File: src/rtl/cdrc_pkg.sv
// ============================================================================
// cdrc_pkg
// Shared types, widths and constants of the clock drift ratio controller.
// ============================================================================
package cdrc_pkg;

    localparam int TIME_BITS       = 48;
    localparam int FILL_BITS       = 24;
    localparam int ERROR_FRAC_BITS = 16;

    localparam int FE_W     = FILL_BITS + ERROR_FRAC_BITS + 8;
    localparam int MAG_W    = FE_W + 1;
    localparam int SR_W     = 18;
    localparam int CH_W     = 4;
    localparam int GAIN_W   = 16;
    localparam int TAU_W    = 16;
    localparam int LIM_W    = 17;
    localparam int DT_W     = 16;
    localparam int RATIO_W  = 28;
    localparam int PPB_W    = 30;
    localparam int K_W      = 10;
    localparam int CAP_W    = LIM_W + K_W;
    localparam int BPS_W    = SR_W + CH_W + 1;
    localparam int SHIFT    = 16 + ERROR_FRAC_BITS;
    localparam int DVS_W    = BPS_W + SHIFT;
    localparam int PROD_W   = MAG_W + DT_W;
    localparam int PL_W     = 32;
    localparam int PH_W     = PROD_W - PL_W;
    localparam int DVD_W    = PROD_W + PPB_W;
    localparam int CNT_W    = $clog2(DVD_W);
    localparam int CFG_W    = 24;
    localparam int CFG_IDX_W = 3;

    localparam logic [PPB_W-1:0] PPB_SCALE = PPB_W'(1000000000);
    localparam logic [K_W-1:0]   PPM_TO_PPB = K_W'(1000);

    localparam logic [CFG_IDX_W-1:0] REG_SAMPLE_RATE = 3'd0;
    localparam logic [CFG_IDX_W-1:0] REG_CHANNELS    = 3'd1;
    localparam logic [CFG_IDX_W-1:0] REG_TARGET      = 3'd2;
    localparam logic [CFG_IDX_W-1:0] REG_GAIN        = 3'd3;
    localparam logic [CFG_IDX_W-1:0] REG_TAU         = 3'd4;
    localparam logic [CFG_IDX_W-1:0] REG_LIMIT       = 3'd5;
    localparam logic [CFG_IDX_W-1:0] REG_WARMUP      = 3'd6;
    localparam logic [CFG_IDX_W-1:0] REG_MAX_GAP     = 3'd7;

    localparam logic [SR_W-1:0]      RST_SAMPLE_RATE = SR_W'(48000);
    localparam logic [CH_W-1:0]      RST_CHANNELS    = CH_W'(2);
    localparam logic [FILL_BITS-1:0] RST_TARGET      = FILL_BITS'(19200);
    localparam logic [GAIN_W-1:0]    RST_GAIN        = GAIN_W'(1311);
    localparam logic [TAU_W-1:0]     RST_TAU         = TAU_W'(8000);
    localparam logic [LIM_W-1:0]     RST_LIMIT       = LIM_W'(1000);
    localparam logic [15:0]          RST_WARMUP      = 16'd3000;
    localparam logic [15:0]          RST_MAX_GAP     = 16'd1000;

    typedef struct packed {
        logic                 mode;
        logic [FILL_BITS-1:0] fill_bytes;
        logic [TIME_BITS-1:0] time_ms;
    } t_in;

    typedef struct packed {
        logic signed [RATIO_W-1:0] ratio_ppb;
        logic                      locked;
    } t_out;

    typedef struct packed {
        logic latch;
        logic tgt;
        logic loop_rst;
        logic seed;
        logic advance;
        logic abs_diff;
        logic fmul;
        logic div_start;
        logic div_steer;
        logic fupd;
        logic sabs;
        logic smul1;
        logic smul2;
        logic smul3;
        logic sadd;
        logic supd;
        logic out_load;
    } t_cmd;

    typedef struct packed {
        logic mode;
        logic started;
        logic stale;
        logic gap;
        logic warm_ok;
        logic div_done;
    } t_sts;

endpackage

File: src/rtl/cdrc_ctrl.sv
// ============================================================================
// cdrc_ctrl
// Sequencer for one measurement: loop reset or target shift, seed, filter, steer, output.
// ============================================================================
module cdrc_ctrl
    import cdrc_pkg::*;
(
    input  logic i_clk,
    input  logic i_rst_n,
    input  logic i_in_valid,
    output logic o_in_ready,
    output logic o_out_valid,
    input  logic i_out_ready,
    input  t_sts i_sts,
    output t_cmd o_cmd
);

    localparam logic [3:0] S_IDLE  = 4'd0;
    localparam logic [3:0] S_TGT   = 4'd1;
    localparam logic [3:0] S_DEC   = 4'd2;
    localparam logic [3:0] S_ABS   = 4'd3;
    localparam logic [3:0] S_FMUL  = 4'd4;
    localparam logic [3:0] S_FDIV  = 4'd5;
    localparam logic [3:0] S_FWAIT = 4'd6;
    localparam logic [3:0] S_WARM  = 4'd7;
    localparam logic [3:0] S_SABS  = 4'd8;
    localparam logic [3:0] S_SMUL1 = 4'd9;
    localparam logic [3:0] S_SMUL2 = 4'd10;
    localparam logic [3:0] S_SMUL3 = 4'd11;
    localparam logic [3:0] S_SADD  = 4'd12;
    localparam logic [3:0] S_SDIV  = 4'd13;
    localparam logic [3:0] S_SWAIT = 4'd14;
    localparam logic [3:0] S_DONE  = 4'd15;

    logic [3:0] r_state;
    logic [3:0] n_state;
    logic       r_out_valid;
    logic       n_out_valid;

    always_comb begin
        n_state     = r_state;
        n_out_valid = r_out_valid;
        o_cmd       = '0;
        if (r_out_valid && i_out_ready) begin
            n_out_valid = 1'b0;
        end
        case (r_state)
            S_IDLE: begin
                if (i_in_valid) begin
                    o_cmd.latch = 1'b1;
                    n_state     = S_TGT;
                end
            end
            S_TGT: begin
                if (i_sts.mode) begin
                    o_cmd.loop_rst = 1'b1;
                    n_state        = S_DONE;
                end else begin
                    o_cmd.tgt = 1'b1;
                    n_state   = S_DEC;
                end
            end
            S_DEC: begin
                if (!i_sts.started) begin
                    o_cmd.seed = 1'b1;
                    n_state    = S_DONE;
                end else if (i_sts.stale) begin
                    n_state = S_DONE;
                end else if (i_sts.gap) begin
                    o_cmd.advance  = 1'b1;
                    o_cmd.loop_rst = 1'b1;
                    n_state        = S_DONE;
                end else begin
                    o_cmd.advance = 1'b1;
                    n_state       = S_ABS;
                end
            end
            S_ABS: begin
                o_cmd.abs_diff = 1'b1;
                n_state        = S_FMUL;
            end
            S_FMUL: begin
                o_cmd.fmul = 1'b1;
                n_state    = S_FDIV;
            end
            S_FDIV: begin
                o_cmd.div_start = 1'b1;
                n_state         = S_FWAIT;
            end
            S_FWAIT: begin
                if (i_sts.div_done) begin
                    o_cmd.fupd = 1'b1;
                    n_state    = S_WARM;
                end
            end
            S_WARM: begin
                n_state = i_sts.warm_ok ? S_SABS : S_DONE;
            end
            S_SABS: begin
                o_cmd.sabs = 1'b1;
                n_state    = S_SMUL1;
            end
            S_SMUL1: begin
                o_cmd.smul1 = 1'b1;
                n_state     = S_SMUL2;
            end
            S_SMUL2: begin
                o_cmd.smul2 = 1'b1;
                n_state     = S_SMUL3;
            end
            S_SMUL3: begin
                o_cmd.smul3 = 1'b1;
                n_state     = S_SADD;
            end
            S_SADD: begin
                o_cmd.sadd = 1'b1;
                n_state    = S_SDIV;
            end
            S_SDIV: begin
                o_cmd.div_start = 1'b1;
                o_cmd.div_steer = 1'b1;
                n_state         = S_SWAIT;
            end
            S_SWAIT: begin
                o_cmd.div_steer = 1'b1;
                if (i_sts.div_done) begin
                    o_cmd.supd = 1'b1;
                    n_state    = S_DONE;
                end
            end
            S_DONE: begin
                if (!r_out_valid || i_out_ready) begin
                    o_cmd.out_load = 1'b1;
                    n_out_valid    = 1'b1;
                    n_state        = S_IDLE;
                end
            end
            default: begin
                n_state = S_IDLE;
            end
        endcase
    end

    always_ff @(posedge i_clk) begin
        if (!i_rst_n) begin
            r_state     <= S_IDLE;
            r_out_valid <= 1'b0;
        end else begin
            r_state     <= n_state;
            r_out_valid <= n_out_valid;
        end
    end

    assign o_in_ready  = (r_state == S_IDLE);
    assign o_out_valid = r_out_valid;

endmodule

File: config.mk
export PLATFORM = sky130hd
export DESIGN_NAME = cdrc_ctrl
export DESIGN_NICKNAME = d
export VERILOG_FILES = /design/src/rtl/cdrc_pkg.sv /design/src/rtl/cdrc_ctrl.sv
export SDC_FILE = /design/constraint.sdc
export NUM_CORES = 1
export LEC_CHECK = 0
export CAP_MARGIN = 40
export CORE_AREA = 2 2 39 41
export CTS_BUF_LIST = sky130_fd_sc_hd__clkbuf_16
export DETAILED_ROUTE_END_ITERATION = 7
export DIE_AREA = 0 0 41 43
export DONT_BUFFER_PORTS = 1
export RECOVER_POWER = 50
export SYNTH_ARGS = -nofsm -noshare
export SYNTH_HDL_FRONTEND = slang
export SYNTH_SLANG_ARGS = --single-unit
File: constraint.sdc
create_clock -name i_clk -period 2.5 [get_ports i_clk]
set_input_delay 0.5 -clock i_clk [delete_from_list [all_inputs] [get_ports i_clk]]
set_output_delay 0.5 -clock i_clk [all_outputs]
set_load 0.005 [all_outputs]
# == Word level (Yosys, flattened, before mapping) ==
# Index checks and enable logic that the tools add are counted.
# word_totals
reg_bits,5
output_inout_bits,19
# classes
n_eq_ne,19
mux,40
n_reduce_logical,7
# ops
operator,count
one-hot mux 4 bit (16 select lines),1
equality test 4 bit (second input constant),8
2-to-1 mux 4 bit,8
2-to-1 mux 1 bit,28
equality test 4 x 3 -> 1 bit (second input constant),4
equality test 4 x 2 -> 1 bit (second input constant),2
!= test 2 bit (second input constant),4
equality test 4 x 1 -> 1 bit (second input constant),1
zero test 4 bit,1
AND reduction 4 bit,1
OR reduction 2 bit,2
2-to-1 mux 3 bit,1
2-to-1 mux 2 bit,1
one-hot mux 1 bit (2 select lines),1
logical AND 1 bit,1
zero test 1 bit,1
logical OR 1 bit,1

# == Longest topological paths before layout ==
# Gate-level depths: netlist of the first run.
# logic_depth
ltp_word,4
ltp_mapped,6
mapped_depth_nobuf,4

# == Worst setup path before layout of the first run ==
# No wires, ideal clock.
# synth_timing
kind,register to output
startpoint,register r_state[0]
endpoint,output port o_cmd[14] (netlist bit)
stages_incl_launch_ff,5
arrival_time_ns,1.076
required_time_ns,2.000
slack_ns,0.924
path_cell_list,dfxtp_1 buf_2 nand2b_4 o32a_1 nor3_1
# synth_rtl
element,line_no,source
start: declaration,cdrc_ctrl.sv:35,logic [3:0] r_state;
start signal: assignment,cdrc_ctrl.sv:149,r_state <= n_state;
end: declaration,cdrc_ctrl.sv:15,output t_cmd o_cmd

==> results of run 1 <==
-- final cells by class --
class	instances	area [um2]	area share, %
clock buffer	3	75.07	13.07
clock inverter	1	3.754	0.6536
inverter	3	11.26	1.961
multi-input combinational	61	364.1	63.40
sequential	5	100.1	17.43
tap	16	20.02	3.486
-- flip-flops by register name (all words and copies together), names as in the netlist --
name	flops
o_out_valid	1
r_state	4
-- stage by stage --
stage	instance area, um2	total power [mW]
after detailed placement	504.2	0.4015
after global routing	574.3	0.6973
after floorplan	515.5	0.3740
after global placement	504.2	0.3990
final	574.3	0.6507
after CTS	583.1	0.6605
-- worst max-delay path, cell delays in order, from the launching register on --
cell     delay [ns]
dfxtp_1        0.67
nand2_1        0.27
nor4b_1        0.42
-- power groups by stage --
| stage | logic [mW] | registers [mW] | clock network (mW) |
|---|---|---|---|
| floorplan | 0.256 | 0.118 | 0 |
| global placement | 0.207 | 0.192 | 0 |
| detailed placement | 0.207 | 0.195 | 0 |
| CTS | 0.208 | 0.194 | 0.259 |
| global route | 0.230 | 0.202 | 0.266 |
| finish | 0.204 | 0.192 | 0.255 |
-- Yosys cell counts, types with 2 or more instances --
master / n / area [um2]
dfxtp_1: 5 / 100.1
a21oi_1: 5 / 25.02
nor4_1: 3 / 18.77
nor3_1: 7 / 35.03
o32a_1: 2 / 20.02
a31oi_1: 2 / 12.51
nor3b_1: 3 / 22.52
o31ai_1: 2 / 15.01
nor2b_1: 3 / 18.77
nand2_1: 5 / 18.77
buf_2: 4 / 20.02
nor2_1: 9 / 33.78
inv_1: 3 / 11.26
nand2b_1: 6 / 37.54
-- kinds of logic after synthesis --
logic type	synth area share, %
buffers and inverters	8.252
AND/OR/NAND/NOR	46.85
flip-flops	19.42
AO/OA/AOI/OAI	25.48
-- worst max-delay path by stage --
| stage | slack [ns] | cells past startpoint | end |
|---|---|---|---|
| 6_report | 0.41 | 2 | o_cmd[1] |
| 3_5_place_dp | 0.64 | 3 | o_cmd[14] |
| 5_1_grt | 0.28 | 3 | o_cmd[14] |
| 2_1_floorplan | 0.92 | 4 | o_cmd[14] |
| 3_3_place_gp | 0.69 | 3 | o_cmd[14] |
| 4_1_cts | 0.40 | 3 | o_cmd[14] |
-- routing by layer --
layer  up-vias  wire length, um  global-route usage (%)
met2        13              635                   24.38
li1        268                -                       -
met1       261              626                   23.47
met3         0               70                   5.759
met5         -                0                       0
met4         0                0                   4.667
==> qor.txt, run 1 <==
status: completed
Total Die Area: 1763 um2
Die Y-Extent: 43 um
antenna diode count: 0
Layout Cells excl Fill: 89
most common cell after layout, fill and taps aside: nor2_1
hold-fix buffers at CTS: 0
First DRT Iteration DRCs: 12
PnR worst setup slack: 0.4092 ns
actual slew at the worst max-slew pin: 0.5858 ns
CORE AREA: 1384 um2
worst vdd ir: 0.6769 mV
mean instance size in the synthesized netlist: 6.873 um2
#FFs+latches synth: 5
instance count after placement with tap cells included: 85
Via Count: 542
Critical Path End Type: primary output
Post-CTS Repair Setup Buffers: 0
final core utilization: 41.50%
first-pass GRT wire length: 2076 um
layout filler cell count: 146
clock-pin slew reported for the worst setup and hold paths after clock tree synthesis: 0.03 ns
number of design rule violations left after detail routing: 0
post-synth design cell area: 515.5 um2
GRT Resource Usage Total: 16.97%
initial cell density of the core: 37.25%
proportion of register bits with asynchronous set or reset after synthesis: 0%
total of cells resized after clock tree synthesis: 0
clock skew: 0.0006271 ns
beginning of the worst hold path: i_rst_n
required arrival time at the worst endpoint: 2.00 ns
Layout Area Growth over Synthesis: 11.41%
largest net degree at the start of global routing: 20
global placement routability congestion: 0.8485
commonest cells after routing, fill and taps aside: nor2_1, nor3_1, nand2b_1, nand2_1
crit path from: r_state[1]$_SDFFE_PN0P_
final routed wirelength across all metal layers: 1333 um
max capacitance violation total: 0
top_reg_cell synth: dfxtp_1
setup repair after global routing missed its margin: no
headroom to the max-slew limit: 60.89%
via count of the first global-routing pass: 478
final worst path period share: 83.63%
share of post-route cells with drive strength above 1: 8.219%
number of flops mapped to enable cells by yosys: 0
Switch Pwr: 240.7 uW
areal power density over the cells: 1133 nW/um2
TritonCTS clock tree: built
DIE WIDTH: 41 um
endpoint with the worst hold slack: r_state[3]$_SDFFE_PN0P_
net count after synthesis: 85
Via-to-Cell Ratio: 6.090
Skew-Pair Late Insertion Delay: 0.22 ns
count of TritonRoute iterations in the first routing pass: 4
Yosys Warn Count: 0
Worst R2R Path Depth: 4
maximum level of the CTS H-tree: 1
DPL Wire Length: 983.4 um
sequential share of the synthesized area: 19.42%
total CTS buffers: 3
total negative setup slack: 0 ns
CTS max path bufs: 2
worst min-delay path class: in -> reg
Site Rows: 14
Final Critical Period: 2.091 ns
share of total power in sequential cells: 29.4%
Gate power share: 31.4%
Setup violations, final: 0
final count of pins violating max slew: 0
Net Sw Frac: 36.99%
# IOs: 29
largest fanout of any net on the critical path: 16
critical path start-end classification: reg -> out
Int Pwr: 410.1 uW
count of port buffers added during placement: 0
gr ovfl total: 0
average wire per standard cell: 14.98 um
setup slack of the most critical reg-to-reg path: 0.94 ns
Total Nets Final: 84
startpoint of the most critical register-to-register path: r_state[1]$_SDFFE_PN0P_
number of hold violations in the final report: 0
Crit path arrival time: 1.59 ns
number of instances in the synthesized netlist: 75
crit path launch type: flip-flop
upper clock frequency limit: 0.4783 GHz
initial antenna violation count: 0
number of sinks on the clock net: 5
Antenna Nets Post-Route: 0
distinct cell type count after synthesis: 30
clock network power share: 39.2%
worst reg2reg endpoint: r_state[0]$_SDFFE_PN0P_
pre-CTS WS: 0.6355 ns
cell at the root of the clock tree: clkbuf_16
worst hold path stage count: 2
reported leakage power: 0.1900 nW
worst hold margin: 0.4230 ns
Power figures use the tool's default switching activity.
==> run 2, diff against run 1 <==
==> constraint.sdc (replaced) <==
create_clock -name i_clk -period 1.75 [get_ports i_clk]
set_input_delay 0.35 -clock i_clk [delete_from_list [all_inputs] [get_ports i_clk]]
set_output_delay 0.35 -clock i_clk [all_outputs]
set_load 0.005 [all_outputs]
==> qor.txt, run 2 (same netlist as run 1, synthesis figures left out) <==
layout filler cell count: 145
status: completed
TritonCTS clock tree: built
Total Die Area: 1763 um2
final worst path period share: 94.40%
via count of the first global-routing pass: 505
share of post-route cells with drive strength above 1: 18.18%
First DRT Iteration DRCs: 19
final count of pins violating max slew: 0
PnR worst setup slack: 0.09800 ns
number of flip-flops in the largest register: 4
Post-CTS Repair Setup Buffers: 0
critical path start-end classification: reg -> out
Layout Cells excl Fill: 93
maximum level of the CTS H-tree: 1
Antenna Nets Post-Route: 0
total negative setup slack: 0 ns
beginning of the worst hold path: i_rst_n
Via-to-Cell Ratio: 5.925
antenna diode count: 0
count of TritonRoute iterations in the first routing pass: 4
pre-CTS WS: 0.1992 ns
clock skew: 0.003007 ns
gr ovfl total: 0
max capacitance violation total: 0
instance count after placement with tap cells included: 89
crit path from: r_state[0]$_SDFFE_PN0P_
post-layout instance area: 613.1 um2
upper clock frequency limit: 0.6053 GHz
count of port buffers added during placement: 0
reported leakage power: 0.2124 nW
Layout Area Growth over Synthesis: 18.93%
setup repair after global routing missed its margin: no
crit path launch type: flip-flop
largest net degree at the start of global routing: 15
Site Rows: 14
worst vdd ir: 0.6635 mV
CTS max path bufs: 2
Final Critical Period: 1.652 ns
Crit path arrival time: 1.30 ns
commonest cells after routing, fill and taps aside: nor2_1, nand2b_1, nor3_1
DPL Wire Length: 993.7 um
CORE AREA: 1384 um2
GRT Resource Usage Total: 17.47%
worst min-delay path class: in -> reg
first-pass GRT wire length: 2118 um
cell at the root of the clock tree: clkbuf_16
areal power density over the cells: 1603 nW/um2
# IOs: 29
most common cell after layout, fill and taps aside: nor2_1
total CTS buffers: 3
hold-fix buffers at CTS: 0
Critical Path End Type: primary output
required arrival time at the worst endpoint: 1.40 ns
actual slew at the worst max-slew pin: 0.4398 ns
total placed instance area: 534.3 um2
number of design rule violations left after detail routing: 0
final routed wirelength across all metal layers: 1372 um
clock-pin slew reported for the worst setup and hold paths after clock tree synthesis: 0.03 ns
initial cell density of the core: 37.25%
initial antenna violation count: 0
Skew-Pair Late Insertion Delay: 0.23 ns
number of hold violations in the final report: 0
number of sinks on the clock net: 5
global placement routability congestion: 0.8209
Setup violations, final: 0
startpoint of the most critical register-to-register path: r_state[3]$_SDFFE_PN0P_
largest fanout of any net on the critical path: 11
headroom to the max-slew limit: 70.27%
DIE WIDTH: 41 um
Largest Register: r_state
average wire per standard cell: 14.75 um
Via Count: 551
Die Y-Extent: 43 um
Total Nets Final: 88
run 2: metrics by stage:
stage / power [mW] / utilization [%] / hold WS [ns]
2_1_floorplan: 0.5343 / - / 0.4790
6_report: 0.9830 / 44.30 / 0.2514
5_1_grt: 1.048 / 44.30 / 0.2624
3_5_place_dp: 0.6064 / 38.61 / 0.4894
3_3_place_gp: 0.6095 / 38.61 / 0.4957
4_1_cts: 0.9849 / 44.48 / 0.2513
run 2: cell type report:
class | instances | area (um2) | area share (%)
Tap cell | 16 | 20.02 | 3.265
Sequential cell | 5 | 105.1 | 17.14
Clock buffer | 3 | 75.07 | 12.24
Clock inverter | 1 | 3.754 | 0.6122
Timing Repair Buffer | 4 | 30.03 | 4.898
Inverter | 3 | 11.26 | 1.837
Multi-Input combinational cell | 61 | 367.9 | 60.00
run 2: worst paths after layout:
kind	to	slack [ns]	cells after the start
hold reg to reg	r_state[0]$_SDFFE_PN0P_	0.60	2
hold / removal	r_state[3]$_SDFFE_PN0P_	0.25	2
setup reg to reg	r_state[2]$_SDFFE_PN0P_	0.49	4
setup / recovery	o_cmd[14]	0.1	3
run 2: repair_timing:
action                                  CTS  global route
endpoints found under the setup margin    2             3
pin swaps                                 0             0
gates resized for setup                   2             2
gates cloned                              0             0
run 2: critical path, stage by stage (launching register included):
cell      delay, ns
dfxtp_2        0.37
nand2b_4       0.18
o32a_1         0.33
nor3_1         0.20
run 2: power by group:
group / internal (mW) / total, mW / leakage (nW) / switching [mW]
Combinational: 0.177 / 0.358 / 0.128 / 0.181
Clock: 0.296 / 0.371 / 0.0423 / 0.0749
Sequential: 0.153 / 0.254 / 0.0424 / 0.101
Total: 0.626 / 0.983 / 0.212 / 0.357
run 2: routing by layer:
layer | track usage [%] | vias to the layer above | share of wire (%)
li1 | - | 276 | -
met1 | 21.22 | 262 | 45
met2 | 26.56 | 11 | 50
met3 | 4.712 | 2 | 4.4
met4 | 9.333 | 0 | 0.95
met5 | 0 | - | 0
==> run 3, diff against run 2 <==
==> constraint.sdc (replaced) <==
create_clock -name i_clk -period 1.75 [get_ports i_clk]
set_input_delay 0.35 -clock i_clk [delete_from_list [all_inputs] [get_ports i_clk]]
set_output_delay 0.35 -clock i_clk [all_outputs]
set_load 0.1 [all_outputs]
==> qor.txt, run 3 (same netlist as run 1, synthesis figures left out) <==
Final Critical Period: 1.854 ns
# IOs: 29
share of post-route cells with drive strength above 1: 60.95%
DPL Wire Length: 1495 um
total power draw: 2.219 mW
setup repair after global routing missed its margin: yes
first-pass GRT wire length: 3546 um
via count of the first global-routing pass: 724
Antenna Nets Post-Route: 0
violated checks: setup timing
final routed wirelength across all metal layers: 3034 um
Die Y-Extent: 43 um
actual slew at the worst max-slew pin: 0.5563 ns
worst min-delay path class: in -> reg
count of port buffers added during placement: 0
initial cell density of the core: 37.25%
total CTS buffers: 3
global placement routability congestion: 0.8981
worst vdd ir: 0.9196 mV
largest net degree at the start of global routing: 11
Total Die Area: 1763 um2
Setup violations, final: 8
instance count after placement with tap cells included: 113
upper clock frequency limit: 0.5393 GHz
clock skew: 0.002554 ns
average wire per standard cell: 25.07 um
Layout Area Growth over Synthesis: 151.7%
commonest cells after routing, fill and taps aside: buf_12, buf_4, nor3_4
cell at the root of the clock tree: clkbuf_16
Site Rows: 14
layout filler cell count: 46
hold-fix buffers at CTS: 0
Skew-Pair Late Insertion Delay: 0.23 ns
number of design rule violations left after detail routing: 0
Crit path arrival time: 1.50 ns
CTS max path bufs: 2
Largest Register: r_state
count of TritonRoute iterations in the first routing pass: 4
maximum level of the CTS H-tree: 1
GRT Resource Usage Total: 30.37%
pre-CTS WS: 0.1446 ns
crit path launch type: flip-flop
final worst path period share: 105.9%
headroom to the max-slew limit: 63.07%
initial antenna violation count: 0
critical path start-end classification: reg -> out
CORE AREA: 1384 um2
gr ovfl total: 0
First DRT Iteration DRCs: 57
max capacitance violation total: 0
PnR worst setup slack: -0.1041 ns
Via-to-Cell Ratio: 6.777
number of sinks on the clock net: 5
worst hold margin: 0.2683 ns
clock-pin slew reported for the worst setup and hold paths after clock tree synthesis: 0.04 ns
areal power density over the cells: 1710 nW/um2
final count of pins violating max slew: 0
DIE WIDTH: 41 um
required arrival time at the worst endpoint: 1.40 ns
reported leakage power: 0.4570 nW
antenna diode count: 0
total negative setup slack: -0.4980 ns
TritonCTS clock tree: built
final core utilization: 93.76%
status: finished, violations left
number of flip-flops in the largest register: 4
most common cell after layout, fill and taps aside: buf_12
Via Count: 820
Critical Path End Type: primary output
largest fanout of any net on the critical path: 9
post-layout instance area: 1297 um2
setup slack of the most critical reg-to-reg path: 0.12 ns
Layout Cells excl Fill: 121
Total Nets Final: 116
total placed instance area: 1147 um2
number of hold violations in the final report: 0
==> run 3: cell count changes in the layout (fill, tap and decap cells not counted), moves of 3 or more <==
cell and delta:
nor3_1 -6, nor2_4 +4, nor4_1 -3, nand2b_4 +3, buf_4 +6, buf_12 +19
nor3_4 +6, dfxtp_2 -3, nor4_4 +4, dfxtp_4 +3, nor2_1 -4, nand2b_1 -3
==> run 3: worst paths after layout <==
check | start | cells past startpoint | to
setup reg to reg | r_state[1]$_SDFFE_PN0P_ | 6 | r_state[3]$_SDFFE_PN0P_
hold reg to reg | o_out_valid$_SDFF_PN0_ | 3 | o_out_valid$_SDFF_PN0_
hold / removal | i_rst_n | 2 | r_state[3]$_SDFFE_PN0P_
setup / recovery | r_state[2]$_SDFFE_PN0P_ | 4 | o_cmd[8]
==> run 3: timing repair <==
item,CTS,global route
setup buffers,0,4
setup endpoints to repair,9,7
pin swaps,1,2
gates resized for setup,7,3
==> run 3: report_power, final <==
| group | internal [mW] | switching (mW) |
|---|---|---|
| clock | 0.298 | 0.0909 |
| sequential | 0.155 | 0.0738 |
| combinational | 0.582 | 1.02 |
==> run 3: cell type report <==
type                            count  area, um2  area share [%]
Multi-Input combinational cell     61      591.8           45.61
Timing Repair Buffer               32      483.0           37.22
Clock buffer                        3      75.07           5.786
Tap cell                           16      20.02           1.543
Sequential cell                     5      112.6           8.679
Inverter                            3      11.26          0.8679
Clock inverter                      1      3.754          0.2893
==> run 3: critical path, stage by stage (launching register included) <==
cell	delay [ns]
dfxtp_1	0.45
buf_4	0.27
nand2_1	0.15
a21oi_4	0.20
buf_12	0.20
==> run 3: layer usage <==
| metal | wire length, um | track usage (%) | vias up |
|---|---|---|---|
| met4 | 223 | 15.33 | 0 |
| li1 | - | - | 339 |
| met1 | 979 | 33.99 | 382 |
| met5 | 0 | 0 | - |
| met3 | 286 | 9.948 | 29 |
| met2 | 1545 | 48.44 | 70 |
